==> src/rtl/lsch_pkg.sv <==
// lottery scheduler package: constants, codes and shared types
`timescale 1ns / 1ps
`default_nettype none

package lsch_pkg;

  localparam int MAX_ENTRIES_DEF = 16;

  localparam logic [31:0] LCG_MUL    = 32'd1664525;
  localparam logic [31:0] LCG_ADD    = 32'd1013904223;
  localparam logic [31:0] SEED_RESET = 32'd12345;
  localparam logic [4:0]  PCOUNT_RESET = 5'd1;
  localparam logic [4:0]  DONE_MAX   = 5'd31;

  // request codes
  localparam logic REQ_LOAD = 1'b0;
  localparam logic REQ_TICK = 1'b1;

  // configuration register indexes
  localparam logic CFG_PROCESS_COUNT = 1'b0;
  localparam logic CFG_RANDOM_SEED   = 1'b1;

  typedef struct packed {
    logic [7:0]  id;
    logic [15:0] arrival;
    logic [15:0] burst;
    logic [15:0] remaining;
    logic [7:0]  tickets;
    logic        started;
  } entry_t;

  typedef struct packed {
    logic        idle;
    logic [3:0]  winner_slot;
    logic [7:0]  winner_id;
    logic [15:0] tick_time;
    logic        first_dispatch;
    logic [15:0] resp_ticks;
    logic        finished;
    logic [15:0] tat_ticks;
    logic [15:0] wait_ticks;
  } result_t;

endpackage

`default_nettype wire

==> src/rtl/lsch_ram.sv <==
// generic simple dual-port ram with registered read
`timescale 1ns / 1ps
`default_nettype none

module lsch_ram #(
  parameter int WIDTH = 8,
  parameter int DEPTH = 16
) (
  input  logic                     clk,
  input  logic                     we,
  input  logic [$clog2(DEPTH)-1:0] waddr,
  input  logic [WIDTH-1:0]         wdata,
  input  logic                     re,
  input  logic [$clog2(DEPTH)-1:0] raddr,
  output logic [WIDTH-1:0]         rdata
);

  logic [WIDTH-1:0] mem [DEPTH];

  always_ff @(posedge clk) begin
    if (we) begin
      mem[waddr] <= wdata;
    end
    if (re) begin
      rdata <= mem[raddr];
    end
  end

endmodule

`default_nettype wire

==> src/rtl/lottery_scheduler.sv <==
// lottery scheduler top level: entry table, sequencer and restoring divider
//
//  channel | direction | handshake              | payload
//  req     | in        | req_valid / req_stall  | req_type slot proc_id arrival burst ticket_count
//  res     | out       | res_valid / res_stall  | idle winner_slot winner_id tick_time ... all_done
//  cfg     | in        | cfg_valid / cfg_ready  | cfg_index cfg_data
//
// a load goes from acceptance straight to output; a tick passes through ticket sum,
// generator multiply and add, divider steps, table scan, update and output; an idle tick
// goes to output after the sum or the scan; a new request is stalled until the sequencer
// is back in idle; the divider and the single table read port set most of a tick's length
// synchronous reset clears the control state and the table valid bits, no clearing pass
// a stalled result is held in the output register while the next item is taken

`timescale 1ns / 1ps
`default_nettype none

module lottery_scheduler
  import lsch_pkg::*;
#(
  parameter int MAX_ENTRIES = MAX_ENTRIES_DEF
) (
  input  logic        clk,
  input  logic        rst,
  // request channel
  input  logic        req_valid,
  output logic        req_stall,
  input  logic        req_type,
  input  logic [3:0]  slot,
  input  logic [7:0]  proc_id,
  input  logic [15:0] arrival,
  input  logic [15:0] burst,
  input  logic [7:0]  ticket_count,
  // result channel
  output logic        res_valid,
  input  logic        res_stall,
  output logic        idle,
  output logic [3:0]  winner_slot,
  output logic [7:0]  winner_id,
  output logic [15:0] tick_time,
  output logic        first_dispatch,
  output logic [15:0] resp_ticks,
  output logic        finished,
  output logic [15:0] tat_ticks,
  output logic [15:0] wait_ticks,
  output logic        all_done,
  // configuration channel
  input  logic        cfg_valid,
  output logic        cfg_ready,
  input  logic        cfg_index,
  input  logic [31:0] cfg_data
);

  localparam int IW = $clog2(MAX_ENTRIES);
  localparam int CW = ($clog2(MAX_ENTRIES + 1) > 5) ? $clog2(MAX_ENTRIES + 1) : 5;
  localparam int TW = $clog2(255 * MAX_ENTRIES + 1);
  localparam int EW = $bits(entry_t);

  typedef enum logic [7:0] {
    S_IDLE = 8'b0000_0001,
    S_SUM  = 8'b0000_0010,
    S_MUL  = 8'b0000_0100,
    S_ADD  = 8'b0000_1000,
    S_DIV  = 8'b0001_0000,
    S_SCAN = 8'b0010_0000,
    S_UPD  = 8'b0100_0000,
    S_OUT  = 8'b1000_0000
  } state_t;

  state_t state;

  // configuration and global state
  logic [4:0]  process_count;
  logic [31:0] gen_state;
  logic [15:0] now_time;
  logic [4:0]  done_count;
  logic [MAX_ENTRIES-1:0] vld;

  // sequencer registers
  logic [CW-1:0] rd_idx;
  logic          pend;
  logic [IW-1:0] pend_idx;
  logic [TW-1:0] total;
  logic [TW-1:0] acc;
  logic [TW-1:0] winning;
  logic [TW-1:0] rem;
  logic [30:0]   div_sh;
  logic [4:0]    bit_cnt;
  logic [31:0]   prod;
  logic [15:0]   tick_t;
  logic [IW-1:0] pick_idx;
  entry_t        pick_ent;
  result_t       res_hold;

  // table ram
  logic          ram_we;
  logic [IW-1:0] ram_waddr;
  entry_t        ram_wdata;
  logic          ram_re;
  logic [EW-1:0] ram_q;

  logic [CW-1:0] eff_n;
  logic [CW-1:0] pc_ext;
  logic          req_acc;
  logic          res_acc;
  logic          slot_ok;
  logic          out_load;
  entry_t        ent;
  logic          ent_elig;
  logic          rd_more;
  logic [TW-1:0] acc_sum;
  logic [TW:0]   div_r2;
  logic [TW-1:0] div_step;
  logic [31:0]   lcg_next;
  entry_t        load_ent;
  entry_t        upd_ent;
  logic [15:0]   now_sat;
  logic [15:0]   upd_rem;
  logic [15:0]   upd_tat;
  logic          upd_fin;
  result_t       upd_res;
  result_t       idle_res;
  result_t       load_res;

  assign cfg_ready = 1'b1;
  assign req_stall = (state != S_IDLE);
  assign req_acc   = req_valid && !req_stall;
  assign res_acc   = res_valid && !res_stall;
  assign out_load  = (state == S_OUT) && (!res_valid || !res_stall);

  assign pc_ext  = CW'(process_count);
  assign eff_n   = (pc_ext > CW'(MAX_ENTRIES)) ? CW'(MAX_ENTRIES) : pc_ext;
  assign slot_ok = (int'(slot) < MAX_ENTRIES);
  assign rd_more = (rd_idx < eff_n);

  // entries never loaded read as empty
  assign ent      = vld[pend_idx] ? entry_t'(ram_q) : '0;
  assign ent_elig = (ent.arrival <= now_time) && (ent.remaining != 16'd0);
  assign acc_sum  = acc + TW'(ent.tickets);

  // one restoring step of the remainder
  always_comb begin
    div_r2 = {rem, div_sh[30]};
    if (div_r2 >= {1'b0, total}) begin
      div_step = TW'(div_r2 - {1'b0, total});
    end else begin
      div_step = div_r2[TW-1:0];
    end
  end

  assign lcg_next = prod + LCG_ADD;
  assign now_sat  = (tick_t == 16'hffff) ? tick_t : tick_t + 16'd1;

  always_comb begin
    load_ent.id        = proc_id;
    load_ent.arrival   = arrival;
    load_ent.burst     = burst;
    load_ent.remaining = burst;
    load_ent.tickets   = ticket_count;
    load_ent.started   = 1'b0;
  end

  // winner bookkeeping
  always_comb begin
    upd_rem = pick_ent.remaining - 16'd1;
    upd_fin = (upd_rem == 16'd0);
    upd_tat = now_sat - pick_ent.arrival;

    upd_ent           = pick_ent;
    upd_ent.remaining = upd_rem;
    upd_ent.started   = 1'b1;

    upd_res                 = '0;
    upd_res.winner_slot     = 4'(pick_idx);
    upd_res.winner_id       = pick_ent.id;
    upd_res.tick_time       = tick_t;
    upd_res.first_dispatch  = !pick_ent.started;
    upd_res.resp_ticks      = pick_ent.started ? 16'd0 : tick_t - pick_ent.arrival;
    upd_res.finished        = upd_fin;
    if (upd_fin) begin
      upd_res.tat_ticks  = upd_tat;
      upd_res.wait_ticks = (upd_tat >= pick_ent.burst) ? upd_tat - pick_ent.burst : 16'd0;
    end

    idle_res           = '0;
    idle_res.idle      = 1'b1;
    idle_res.tick_time = tick_t;

    load_res      = '0;
    load_res.idle = 1'b1;
  end

  always_comb begin
    ram_we    = 1'b0;
    ram_waddr = IW'(slot);
    ram_wdata = load_ent;
    if (state == S_UPD) begin
      ram_we    = 1'b1;
      ram_waddr = pick_idx;
      ram_wdata = upd_ent;
    end else if (req_acc && req_type == REQ_LOAD && slot_ok) begin
      ram_we = 1'b1;
    end
  end

  assign ram_re = ((state == S_SUM) || (state == S_SCAN)) && rd_more;

  lsch_ram #(
    .WIDTH (EW),
    .DEPTH (MAX_ENTRIES)
  ) u_table (
    .clk   (clk),
    .we    (ram_we),
    .waddr (ram_waddr),
    .wdata (ram_wdata),
    .re    (ram_re),
    .raddr (rd_idx[IW-1:0]),
    .rdata (ram_q)
  );

  // control state
  always_ff @(posedge clk) begin
    if (rst) begin
      state         <= S_IDLE;
      process_count <= PCOUNT_RESET;
      gen_state     <= SEED_RESET;
      now_time      <= 16'd0;
      done_count    <= 5'd0;
      vld           <= '0;
      res_valid     <= 1'b0;
      pend          <= 1'b0;
      rd_idx        <= '0;
      bit_cnt       <= '0;
    end else begin
      if (cfg_valid && cfg_ready) begin
        case (cfg_index)
          CFG_PROCESS_COUNT: process_count <= cfg_data[4:0];
          CFG_RANDOM_SEED:   gen_state     <= cfg_data;
          default: ;
        endcase
      end

      if (out_load) begin
        res_valid <= 1'b1;
      end else if (res_acc) begin
        res_valid <= 1'b0;
      end

      case (state)
        S_IDLE: begin
          if (req_acc) begin
            if (req_type == REQ_LOAD) begin
              if (slot_ok) begin
                vld[IW'(slot)] <= 1'b1;
                now_time       <= 16'd0;
                done_count     <= 5'd0;
              end
              state <= S_OUT;
            end else begin
              rd_idx <= '0;
              pend   <= 1'b0;
              state  <= S_SUM;
            end
          end
        end
        S_SUM: begin
          pend <= rd_more;
          if (rd_more) begin
            rd_idx <= rd_idx + CW'(1);
          end else if (!pend) begin
            if (total == '0) begin
              now_time <= now_sat;
              state    <= S_OUT;
            end else begin
              state <= S_MUL;
            end
          end
        end
        S_MUL: begin
          state <= S_ADD;
        end
        S_ADD: begin
          gen_state <= lcg_next;
          bit_cnt   <= 5'd30;
          state     <= S_DIV;
        end
        S_DIV: begin
          bit_cnt <= bit_cnt - 5'd1;
          if (bit_cnt == 5'd0) begin
            rd_idx <= '0;
            pend   <= 1'b0;
            state  <= S_SCAN;
          end
        end
        S_SCAN: begin
          pend <= rd_more;
          if (rd_more) begin
            rd_idx <= rd_idx + CW'(1);
          end
          if (pend && ent_elig && acc_sum >= winning) begin
            state <= S_UPD;
          end else if (!rd_more && !pend) begin
            // no pick found: reported as an idle tick
            now_time <= now_sat;
            state    <= S_OUT;
          end
        end
        S_UPD: begin
          now_time <= now_sat;
          if (upd_fin && done_count < DONE_MAX) begin
            done_count <= done_count + 5'd1;
          end
          state <= S_OUT;
        end
        S_OUT: begin
          if (out_load) begin
            state <= S_IDLE;
          end
        end
        default: state <= S_IDLE;
      endcase
    end
  end

  // datapath registers
  always_ff @(posedge clk) begin
    case (state)
      S_IDLE: begin
        tick_t <= now_time;
        total  <= '0;
        if (req_acc && req_type == REQ_LOAD) begin
          res_hold <= load_res;
        end
      end
      S_SUM: begin
        if (pend && ent_elig) begin
          total <= total + TW'(ent.tickets);
        end
        if (!rd_more && !pend) begin
          res_hold <= idle_res;
        end
      end
      S_MUL: begin
        prod <= 32'(gen_state * LCG_MUL);
      end
      S_ADD: begin
        div_sh <= lcg_next[31:1];
        rem    <= '0;
      end
      S_DIV: begin
        rem    <= div_step;
        div_sh <= {div_sh[29:0], 1'b0};
        acc    <= '0;
        if (bit_cnt == 5'd0) begin
          winning <= div_step + TW'(1);
        end
      end
      S_SCAN: begin
        if (pend && ent_elig) begin
          acc <= acc_sum;
        end
        if (pend) begin
          pick_idx <= pend_idx;
          pick_ent <= ent;
        end
        if (!rd_more && !pend) begin
          res_hold <= idle_res;
        end
      end
      S_UPD: begin
        res_hold <= upd_res;
      end
      default: ;
    endcase

    if (ram_re) begin
      pend_idx <= rd_idx[IW-1:0];
    end

    if (out_load) begin
      idle           <= res_hold.idle;
      winner_slot    <= res_hold.winner_slot;
      winner_id      <= res_hold.winner_id;
      tick_time      <= res_hold.tick_time;
      first_dispatch <= res_hold.first_dispatch;
      resp_ticks     <= res_hold.resp_ticks;
      finished       <= res_hold.finished;
      tat_ticks      <= res_hold.tat_ticks;
      wait_ticks     <= res_hold.wait_ticks;
      all_done       <= (CW'(done_count) >= eff_n);
    end
  end

endmodule

`default_nettype wire
==> config.mk <==
export PLATFORM = sky130hd
export DESIGN_NAME = lottery_scheduler
export DESIGN_NICKNAME = d
export VERILOG_FILES = /design/src/rtl/lsch_pkg.sv /design/src/rtl/lsch_ram.sv /design/src/rtl/lottery_scheduler.sv
export SDC_FILE = /design/constraint.sdc
export NUM_CORES = 2
export LEC_CHECK = 0
export BUFFER_PORTS_ARGS = -buffer_cell sky130_fd_sc_hd__buf_4
export CORE_MARGIN = 5
export CORE_UTILIZATION = 35
export CTS_CLUSTER_SIZE = 12
export DETAILED_ROUTE_END_ITERATION = 6
export SLEW_MARGIN = 20
export SYNTH_ARGS = -nofsm -noshare
export SYNTH_HDL_FRONTEND = slang
export SYNTH_SLANG_ARGS = --single-unit
==> constraint.sdc <==
create_clock -name clk -period 9.35 [get_ports clk]
set_input_delay 1.87 -clock clk [delete_from_list [all_inputs] [get_ports clk]]
set_output_delay 1.87 -clock clk [all_outputs]
set_load 0.01 [all_outputs]
==> flow_summary.json <==
{
  "grt-ovfl-total": 0,
  "final_cells": 7482,
  "io-pin-count": 174,
  "worstPathArrival_ps": 7030,
  "worstMarginPinSlew_ps": 1080,
  "critPathRequiredTime_ps": 9820,
  "drtPass1Iterations": 5,
  "dieWidth_um": 459,
  "core_mm2": 0.201,
  "die_h_um": 459,
  "drt_iter0_drc": 3341,
  "track_usage": 0.172,
  "grt_max_degree": 152,
  "grt_pass1_wl_mm": 269,
  "ys_types": 80,
  "clock_skew_ps": 57.7,
  "routed_via_density": 5.18,
  "htreeDepth": 4,
  "maxCapViolations": 0,
  "report.final.slew_viol_count": 0,
  "drive_gt1_frac": 0.179,
  "fin_crit_ps": 6560,
  "tns_ps": 0,
  "cts_buffers": 167,
  "grt_pass1_vias": 39800,
  "cts_buffer_depth": 3,
  "ctsResizeCount": 0,
  "start_kind": "flop",
  "met1_length_mm": 79.3,
  "vias": 38700,
  "slew_headroom": 0.278,
  "die-area_mm2": 0.211,
  "layout_commonest_cell": "edfxtp_1",
  "ys_warn_count": 0,
  "status": "finished clean",
  "stdcell_area_mm2": 0.0808,
  "syn_area_per_cell_um2": 16.0,
  "highest_layer": "met4",
  "dp_slack_ps": 2630,
  "antenna_found_initial": 7,
  "avgRoutedWirePerCell_um": 24.3,
  "clk_pin_slew_ps": 60,
  "cts_hold_buf": 0,
  "initial_core_util": 0.351,
  "root_buffer": "clkbuf_16",
  "drcViolationCount": 0,
  "peakVddDrop_mv": 0.186,
  "worst_slack_ps": 2790,
  "setup_viol_count_final": 0,
  "nNetsFinal": 5203,
  "power.density_mw_per_mm2": 222,
  "row_count": 165,
  "synth_edf_count": 1464,
  "dp.cells": 7202,
  "async_flop_share": 0,
  "post-route-period-util": 0.701,
  "worst-setup-path-type": "flop to flop",
  "dp_hpwl_mm": 115,
  "cp_max_fo": 16,
  "area_delta_synth_final_pct": 14.4,
  "ys_ff_latch": 1558,
  "met3_length_mm": 12.0,
  "critPathCaptureType": "flop",
  "syn-cell-area_mm2": 0.0706,
  "wl_met2_mm": 86.2,
  "final-hold-violation-count": 0,
  "cts_tree": "yes",
  "p_leak_nw": 27.9,
  "globalplace.congestion": 0.857,
  "synth-main-ff-cell": "edfxtp_1",
  "portBuffers": 172,
  "placed_cell_area_mm2": 0.0757,
  "clock_sinks": 1558,
  "syn_inst": 4410,
  "antenna_left": 0,
  "final_cell_mix": "1464 x edfxtp_1, 374 x inv_1, 327 x mux4_2",
  "cts_setup_buffers": 0,
  "drt_wl_total_mm": 182,
  "clk_latency_ps": 800,
  "yosysSeqAreaShare": 0.649,
  "rsz0062_at_grt": "no",
  "mappedNetlistNets": 4914,
  "hold_path_class": "flop to flop",
  "max_freq_mhz": 152
}
[path summary, 6_finish.rpt]
kind                                    from           end  slack, ps  cells past startpoint
worst min-delay path            res_hold[18]  tat_ticks[2]        400                      0
worst max register to register     tick_t[1]   res_hold[5]       2790                     21
worst min register to register  res_hold[18]  tat_ticks[2]        400                      0
worst max-delay path               tick_t[1]   res_hold[5]       2790                     21
[per-stage QoR]
step | util | hold WS [ps] | power [mW]
after floorplan | - | 400 | 10.7
after global placement | 0.375 | 403 | 11.7
after detailed placement | 0.376 | 405 | 11.7
after CTS | 0.401 | 403 | 18.1
after global routing | 0.401 | 413 | 18.8
final | 0.401 | 399 | 17.9
[synth_stat cells (all sizes together), types with 125 or more instances]
| master | count | area, µm² |
|---|---|---|
| edfxtp | 1464 | 44000 |
| o21ai | 127 | 636 |
| nor2 | 247 | 927 |
| fa | 136 | 2720 |
| and2 | 129 | 810 |
| inv | 375 | 1410 |
| a21oi | 130 | 651 |
| clkbuf | 132 | 495 |
| xnor2 | 125 | 1090 |
| ha | 277 | 3470 |
| mux4 | 327 | 7360 |
| nand2 | 229 | 862 |
[layer usage]
metal | vias to the layer above | track usage
met1 | 20100 | 0.237
li1 | 17200 | -
met5 | - | 0
met2 | 1174 | 0.278
met4 | 0 | 0.0461
met3 | 236 | 0.0353
[report_power, final]
part	switching, mW	total (mW)	internal [mW]
Combinational	2.14	3.65	1.51
Clock	2.72	6.30	3.58
Sequential	0.0874	7.96	7.87
Total	4.95	17.9	13.0
[cell families after synthesis]
kind of cell,Yosys count,share of synthesized area
fa+ha+maj,417,0.0882
xor+xnor,178,0.0221
buf+inv,529,0.0282
mux,355,0.108
flops,1558,0.649
compound gates,476,0.0421
simple gates,896,0.0621
other cells,1,0.0000531
[cell type report]
| class | instances | area, µm² |
|---|---|---|
| Sequential cell | 1558 | 45900 |
| Multi-Input combinational cell | 2323 | 23000 |
| Tap cell | 2672 | 3340 |
| Clock inverter | 61 | 703 |
| Timing Repair Buffer | 273 | 2090 |
| Inverter | 376 | 1410 |
| Antenna cell | 4 | 10.0 |
| Clock buffer | 215 | 4440 |
| Fill cell | 18500 | 121000 |
[worst max-delay path, stage by stage (launching register included)]
cell      delay (ps)
edfxtp_1         470
ha_1             240
nand2_1          100
nor4_1           460
nor2b_1          420
nand2_1          260
mux2_2           380
ha_1             270
nor2b_1          140
o211ai_1         240
nand3_1          150
a31o_2           240
o41ai_1          580
o21ai_0          230
xor2_1           210
ha_1             240
or3_1            370
o31ai_1          250
nor2b_1          100
o31a_1           290
o21ai_2          470
nor2_1           130
[state kept, by name, summed over array words and instances (netlist names), 16 cells and up]
| register | flops |
|---|---|
| vld | 16 |
| u_table.mem | 1040 |
| now_time | 16 |
| prod | 32 |
| u_table.rdata | 65 |
| tat_ticks | 16 |
| wait_ticks | 16 |
| resp_ticks | 16 |
| res_hold | 79 |
| gen_state | 32 |
| tick_t | 16 |
| tick_time | 16 |
| pick_ent | 65 |
| div_sh | 31 |
Note: power is estimated with default switching activity, not from simulation.
